$ cat src/design/tpgt_pkg.sv
package tpgt_pkg;

	// Register indexes of the configuration port.
	localparam logic [2:0] REG_PROP_GAIN      = 3'd0;
	localparam logic [2:0] REG_INTEG_GAIN     = 3'd1;
	localparam logic [2:0] REG_GOAL_DISTANCE  = 3'd2;
	localparam logic [2:0] REG_GOAL_DIRECTION = 3'd3;
	localparam logic [2:0] REG_DURATION_TICKS = 3'd4;

	// Reset values of the configuration registers.
	localparam logic [15:0] PROP_GAIN_RST = 16'd2560;
	localparam logic [15:0] DURATION_RST  = 16'd100;

	// Angle constants in 1/64 degree.
	localparam int HALF_TURN    = 11520;
	localparam int FULL_TURN    = 23040;
	localparam int QUARTER_TURN = 5760;

	// Sequencing lengths.
	localparam int CORDIC_STEPS = 16;
	localparam int DIV_STEPS    = 39;

	// CORDIC start value, which folds in the inverse of the CORDIC gain.
	localparam logic signed [32:0] CORDIC_X0 = 33'sd652032874;

	typedef struct packed {
		logic signed [23:0] position_x;
		logic signed [23:0] position_y;
		logic signed [15:0] heading_now;
	} in_t;

	typedef struct packed {
		logic signed [31:0] velocity_x;
		logic signed [31:0] velocity_y;
		logic signed [31:0] turn_rate;
		logic               clear_odometry;
	} out_t;

	// Datapath operations, one per cycle.
	typedef enum logic [3:0] {
		OP_NONE,
		OP_LOAD,
		OP_CINIT,
		OP_CSTEP,
		OP_GMUL_X,
		OP_GMUL_Y,
		OP_GSTORE,
		OP_IMUL_X,
		OP_IMUL_Y,
		OP_DSTART,
		OP_DSTEP,
		OP_ERR,
		OP_PMUL,
		OP_ISUM,
		OP_ROUND,
		OP_OUT
	} op_t;

	typedef struct packed {
		op_t        op;
		logic [3:0] idx;
	} cmd_t;

	typedef struct packed {
		logic started;
	} stat_t;

	// Arctangent of 2^-i in 1/64 degree scaled by 256.
	function automatic logic signed [23:0] cordic_atan(input logic [3:0] i);
		logic signed [23:0] v;
		case (i)
			4'd0:    v = 24'sd737280;
			4'd1:    v = 24'sd435242;
			4'd2:    v = 24'sd229970;
			4'd3:    v = 24'sd116736;
			4'd4:    v = 24'sd58595;
			4'd5:    v = 24'sd29326;
			4'd6:    v = 24'sd14667;
			4'd7:    v = 24'sd7334;
			4'd8:    v = 24'sd3667;
			4'd9:    v = 24'sd1833;
			4'd10:   v = 24'sd917;
			4'd11:   v = 24'sd458;
			4'd12:   v = 24'sd229;
			4'd13:   v = 24'sd115;
			4'd14:   v = 24'sd57;
			default: v = 24'sd29;
		endcase
		return v;
	endfunction

endpackage

$ cat src/design/tpgt_ctrl.sv
module tpgt_ctrl import tpgt_pkg::*; (
	input  logic  clk,
	input  logic  arst_n,
	input  logic  in_valid,
	output logic  in_ready,
	output logic  out_valid,
	input  logic  out_ready,
	input  stat_t stat,
	output cmd_t  cmd
);

	typedef enum logic [3:0] {
		S_IDLE,
		S_CINIT,
		S_CSTEP,
		S_GMUL_X,
		S_GMUL_Y,
		S_GSTORE,
		S_IMUL_X,
		S_IMUL_Y,
		S_DSTART,
		S_DSTEP,
		S_ERR,
		S_PMUL,
		S_ISUM,
		S_ROUND,
		S_OUT
	} state_t;

	state_t     state_q;
	logic [5:0] cnt_q;
	logic       out_free;

	// The output register may be loaded when it is empty or being drained.
	assign out_free = !out_valid || out_ready;
	assign in_ready = (state_q == S_IDLE);

	// Command decode from the current state.
	always_comb begin
		cmd.idx = cnt_q[3:0];
		case (state_q)
			S_IDLE:   cmd.op = in_valid ? OP_LOAD : OP_NONE;
			S_CINIT:  cmd.op = OP_CINIT;
			S_CSTEP:  cmd.op = OP_CSTEP;
			S_GMUL_X: cmd.op = OP_GMUL_X;
			S_GMUL_Y: cmd.op = OP_GMUL_Y;
			S_GSTORE: cmd.op = OP_GSTORE;
			S_IMUL_X: cmd.op = OP_IMUL_X;
			S_IMUL_Y: cmd.op = OP_IMUL_Y;
			S_DSTART: cmd.op = OP_DSTART;
			S_DSTEP:  cmd.op = OP_DSTEP;
			S_ERR:    cmd.op = OP_ERR;
			S_PMUL:   cmd.op = OP_PMUL;
			S_ISUM:   cmd.op = OP_ISUM;
			S_ROUND:  cmd.op = OP_ROUND;
			S_OUT:    cmd.op = out_free ? OP_OUT : OP_NONE;
			default:  cmd.op = OP_NONE;
		endcase
	end

	// Sequencer state, step counter and output valid flag.
	always_ff @(posedge clk or negedge arst_n) begin
		if (!arst_n) begin
			state_q   <= S_IDLE;
			cnt_q     <= '0;
			out_valid <= 1'b0;
		end else begin
			if (out_valid && out_ready && state_q != S_OUT) begin
				out_valid <= 1'b0;
			end
			case (state_q)
				S_IDLE: begin
					cnt_q <= '0;
					if (in_valid) begin
						state_q <= stat.started ? S_IMUL_X : S_CINIT;
					end
				end
				S_CINIT: begin
					cnt_q   <= '0;
					state_q <= S_CSTEP;
				end
				S_CSTEP: begin
					if (cnt_q == 6'(CORDIC_STEPS - 1)) begin
						state_q <= S_GMUL_X;
					end else begin
						cnt_q <= cnt_q + 6'd1;
					end
				end
				S_GMUL_X: state_q <= S_GMUL_Y;
				S_GMUL_Y: state_q <= S_GSTORE;
				S_GSTORE: state_q <= S_IMUL_X;
				S_IMUL_X: state_q <= S_IMUL_Y;
				S_IMUL_Y: state_q <= S_DSTART;
				S_DSTART: begin
					cnt_q   <= '0;
					state_q <= S_DSTEP;
				end
				S_DSTEP: begin
					if (cnt_q == 6'(DIV_STEPS - 1)) begin
						state_q <= S_ERR;
					end else begin
						cnt_q <= cnt_q + 6'd1;
					end
				end
				S_ERR: begin
					cnt_q   <= '0;
					state_q <= S_PMUL;
				end
				S_PMUL: state_q <= S_ISUM;
				S_ISUM: state_q <= S_ROUND;
				S_ROUND: begin
					if (cnt_q == 6'd2) begin
						state_q <= S_OUT;
					end else begin
						cnt_q   <= cnt_q + 6'd1;
						state_q <= S_PMUL;
					end
				end
				S_OUT: begin
					// A result being drained in this cycle is replaced at once.
					if (out_free) begin
						out_valid <= 1'b1;
						state_q   <= S_IDLE;
					end else if (out_valid && out_ready) begin
						out_valid <= 1'b0;
					end
				end
				default: state_q <= S_IDLE;
			endcase
		end
	end

endmodule

$ cat config.mk
export PLATFORM = sky130hd
export DESIGN_NAME = tpgt_ctrl
export DESIGN_NICKNAME = d
export VERILOG_FILES = /design/src/design/tpgt_pkg.sv /design/src/design/tpgt_ctrl.sv
export SDC_FILE = /design/constraint.sdc
export NUM_CORES = 1
export LEC_CHECK = 0
export BUFFER_PORTS_ARGS = -buffer_cell sky130_fd_sc_hd__buf_2
export CORE_ASPECT_RATIO = 1.1
export CORE_UTILIZATION = 25
export CTS_CLUSTER_SIZE = 12
export DETAILED_ROUTE_END_ITERATION = 12
export GPL_TIMING_DRIVEN = 0
export SYNTH_ARGS = -nofsm -noshare
export SYNTH_HDL_FRONTEND = slang
export SYNTH_SLANG_ARGS = --single-unit
export TNS_END_PERCENT = 20
$ cat constraint.sdc
create_clock -name clk -period 2.12 [get_ports clk]
set_input_delay 0.424 -clock clk [delete_from_list [all_inputs] [get_ports clk]]
set_output_delay 0.424 -clock clk [all_outputs]
set_load 0.05 [all_outputs]
# Word-level counts from Yosys, hierarchy flattened
# Cells that the tools add are included.
# word_totals
output_inout_bits	10
regBits	11
elab_cells	56
input_bits	5
# classes
reduce_logical	9
n_mux	18
add_sub_neg	1
n_eq_ne	25
# op_table
operator	n
one-hot mux 4 bit (15 select lines)	2
equality test 4 bit (second input constant)	7
one-hot mux 6 bit (4 select lines)	1
2-to-1 mux 4 bit	5
2-to-1 mux 6 bit	3
equality test 4 x 3 -> 1 bit (second input constant)	4
!= test 2 bit (second input constant)	7
equality test 4 x 2 -> 1 bit (second input constant)	2
AND reduction 4 bit	2
adder 6 x 1 -> 6 bit (second input constant)	1
equality test 6 x 2 -> 1 bit (second input constant)	1
equality test 6 x 4 -> 1 bit (second input constant)	1
equality test 6 bit (second input constant)	1
2-to-1 mux 3 bit	2
2-to-1 mux 1 bit	5
equality test 4 x 1 -> 1 bit (second input constant)	1
logical NOT 4 bit	1
!= test 4 bit (second input constant)	1
nonzero test 4 bit	1
OR reduction 4 bit	1
logical AND 1 bit	2
logical NOT 1 bit	1
logical OR 1 bit	1

# Logic depth before layout (Yosys ltp)
# logic_depth
word_depth	6
depth_mapped	7
depth_no_buf	7

# Worst setup path before layout
# No wires, ideal clock.
# synth_timing
path_type	flip-flop to output port
startpoint	register state_q[0]
endpoint	output port in_ready
required_time_ps	1696
arrival_ps	2249
path_buffers	2
path_stages_with_launch	4
setup_slack_ps	-553
path_cell_list	dfrtp_1 > buf_2 > clkbuf_1 > nor4_1
# synth_between
elab_chain_cells	1
# synth_lines
element	line	source
from (decl)	tpgt_ctrl.sv:30	state_t state_q;
from (signal assigned)	tpgt_ctrl.sv:75	state_q <= stat.started ? S_IMUL_X : S_CINIT;
logical NOT 4 bit	tpgt_ctrl.sv:36	assign in_ready = (state_q == S_IDLE);
to (decl)	tpgt_ctrl.sv:5	output logic in_ready,
# No other way between the ends.

==> metrics.yaml <==
clocking:
  clk-insertion-delay-late_ps: 270
  clk_transition_reported_paths_ps: 70
  cts_tree: "yes"
  clock_tree.root_cell: "clkbuf_4"
  max-clock-path-buffers: 2
  clkSinkCount: 11
  cts-buffers-inserted: 3
  htree_num_levels: 1
  hold_buffers: 0
status:
  run_status: "finished clean"
sta:
  grt_setup_unrepaired: "true"
  timing.final.crit_period_ps: 2070
  totalNegativeSetupSlack_ps: 0
  tightestPinTransition_ps: 642
  report.final.slew_viol_count: 0
  final-hold-violation-count: 0
  finClkSkew_ps: 1.09
  post-route-period-util: 0.977
  highest_clock_rate_mhz: 483
  setup_viol: 0
  relSlewSlack: 0.569
drt:
  number_of_drc_violations_after_detailed_routing_iteration_0: 48
  drcViolationCount: 0
  wl_per_cell_um: 11.5
  firstDrtPassIters: 4
  route.detailed.vias_per_inst: 4.90
  detailroute.via_count: 891
  antenna_left: 0
  drt-total-wl_um: 2100
synthesis:
  post_synth_num_cell_types: 39
  flops_latches_synth: 11
  ys_async_sr_fraction: 1.00
  synth_ff_type: "dfrtp_1"
  syn_inst: 113
  synth_sequential_area_ratio: 0.298
  synth.net_count: 120
  synth.yosys.warnings: 0
  synth_enable_flop_cells: 0
  synth.cell_area_um2: 923
  post_synth.cell_area_avg_um2: 8.17
pwr:
  power.density_cell_area_nw_per_um2: 322
  ir_worst_vdd_mv: 0.108
  cellLeakagePower_uw: 0.000537
place:
  dpl_cell_area_um2: 1060
  detailed_place_hpwl_um: 1540
  numPortBuffers: 14
  routabilityCongestion: 0.934
floorplanning:
  fp.dieW_um: 59.9
  die_h_um: 65.7
  row_count: 22
  design.portCount: 15
  design.core.area_um2: 3440
  die_area_um2: 3940
  floorplan.initialDensity: 0.268
critical_path:
  worstSetupStartpointType: "register"
  reg2reg_setup_slack_ps: 210
  reg2regPathDepth: 7
  cp_slowest_stage_delay_ps: 530
  crit_slowest_cell: "or4_4"
  critical_path.max_fanout: 8
  timing.rr.end: "cnt_q[4]$_DFFE_PN0P_"
  worst_ep_arrival_time_ps: 1650
  timing.setup.critical_path_class: "reg -> out"
  kind_of_end_point_of_the_critical_path: "output port"
  path_cells: "buf_6, or4_4, nand2b_1, a21oi_1, buf_4"
  required_ps: 1700
  reg2reg_from: "cnt_q[0]$_DFFE_PN0P_"
  cp_num_buf_inv: 2
  crit_family: "simple AND/OR/NAND/NOR gates"
global_route:
  wire_length_of_the_first_global_routing_pass_um: 3500
  grt_max_degree: 12
  via_count_of_the_first_global_routing_pass: 824
  grt_antenna_before_repair: 0
  grtUsageTotal: 0.115
  global_route.overflow_total: 0
run:
  timing.max_cap.violations: 0
finish:
  final_instance_area_um2: 1130
  layout.cells.most_common_list: "14 x buf_2, 13 x o21ai_0, 11 x nand2_1"
  finish.net_count: 142
  drive_above_1_share: 0.306
  insertedDiodeCount: 0
  synthToLayoutAreaGrowth_pct: 22.9
  most_common_cell_after_layout_fill_and_taps_aside: "buf_2"
min_path:
  hold_class: "in -> async"
-- power by group --
part           internal, uW      switching (uW)  total [uW]
Combinational          3.28                5.50        8.78
Sequential              210  0.0000000000000732         210
Clock                  72.9                74.1         147
-- Yosys cell counts (2+ instances only) --
master | n | area (um2)
clkbuf_1 | 3 | 11.3
dfrtp_1 | 11 | 275
ha_1 | 2 | 25.0
buf_4 | 5 | 37.5
nand2_1 | 11 | 41.3
o21bai_1 | 2 | 15.0
nor2b_1 | 4 | 25.0
inv_1 | 4 | 15.0
o21ai_0 | 13 | 65.1
nor2_1 | 9 | 33.8
buf_2 | 2 | 10.0
nand2b_1 | 7 | 43.8
o31ai_1 | 4 | 30.0
nand3_1 | 4 | 20.0
a31oi_1 | 2 | 12.5
a21oi_1 | 5 | 25.0
and2_1 | 2 | 12.5
o21ai_1 | 2 | 10.0
-- per-layer routing --
metal  up-vias  routed length, um  global-route usage
met4         0                  0              0.0145
met3         0                114              0.0354
li1        445                  -                   -
met2        25                953               0.182
met1       421               1030               0.154
met5         -                  0                   0
-- what timing repair did --
action | CTS | global route
setup endpoints to repair | 4 | 5
resized for setup | 3 | 13
buffers inserted | 0 | 3
pin swaps | 0 | 0
-- per-stage QoR --
step,worst slack (ps),total power [uW],instances,hold slack (ps),util
detailed placement,214,223,175,308,0.308
global placement,197,222,175,306,0.308
global route,-27.1,385,182,12.2,0.330
finish,48.1,365,182,8.94,0.330
floorplan,-245,215,113,128,-
CTS,-35.2,370,179,11.9,0.317
-- layout make-up --
cell class                      instances  area, um2
Inverter                                4       15.0
Buffer                                 11       78.8
Multi-Input combinational cell         87        581
Timing Repair Buffer                   17       97.6
Tap cell                               48       60.1
Clock buffer                            4       26.3
Fill cell                             374       2310
Sequential cell                        11        277
-- registers in the layout (all words and copies together) (netlist names) --
signal	cells
state_q	4
cnt_q	6
out_valid	1
-- worst reg2reg max path, stage by stage, from the launching register on --
cell,delay [ps]
dfrtp_1,410
inv_1,100
ha_1,150
nor3b_2,240
o22ai_1,150
a311oi_4,440
or2_4,230
o31ai_1,70
-- cells by family (layout without fill, tap and decap cells) --
| group | after synthesis | after routing | synth area share |
|---|---|---|---|
| AND/OR/NAND/NOR | 47 | 47 | 0.293 |
| buffers and inverters | 15 | 36 | 0.0840 |
| adder cells (fa/ha/maj) | 2 | 2 | 0.0271 |
| AO/OA/AOI/OAI | 38 | 38 | 0.298 |
| flip-flops | 11 | 11 | 0.298 |
-- worst max-delay path by stage --
stage,end,cells after the start,startpoint
finish,cmd[4],5,state_q[3]$_DFFE_PN0P_
global route,cmd[4],5,state_q[1]$_DFFE_PN0P_
CTS,cmd[4],5,state_q[3]$_DFFE_PN0P_
detailed placement,cmd[5],5,state_q[2]$_DFFE_PN0P_
global placement,cmd[5],5,state_q[2]$_DFFE_PN0P_
floorplan,cmd[5],3,out_valid$_DFF_PN0_
No activity file was read; power rests on OpenSTA's default activity.
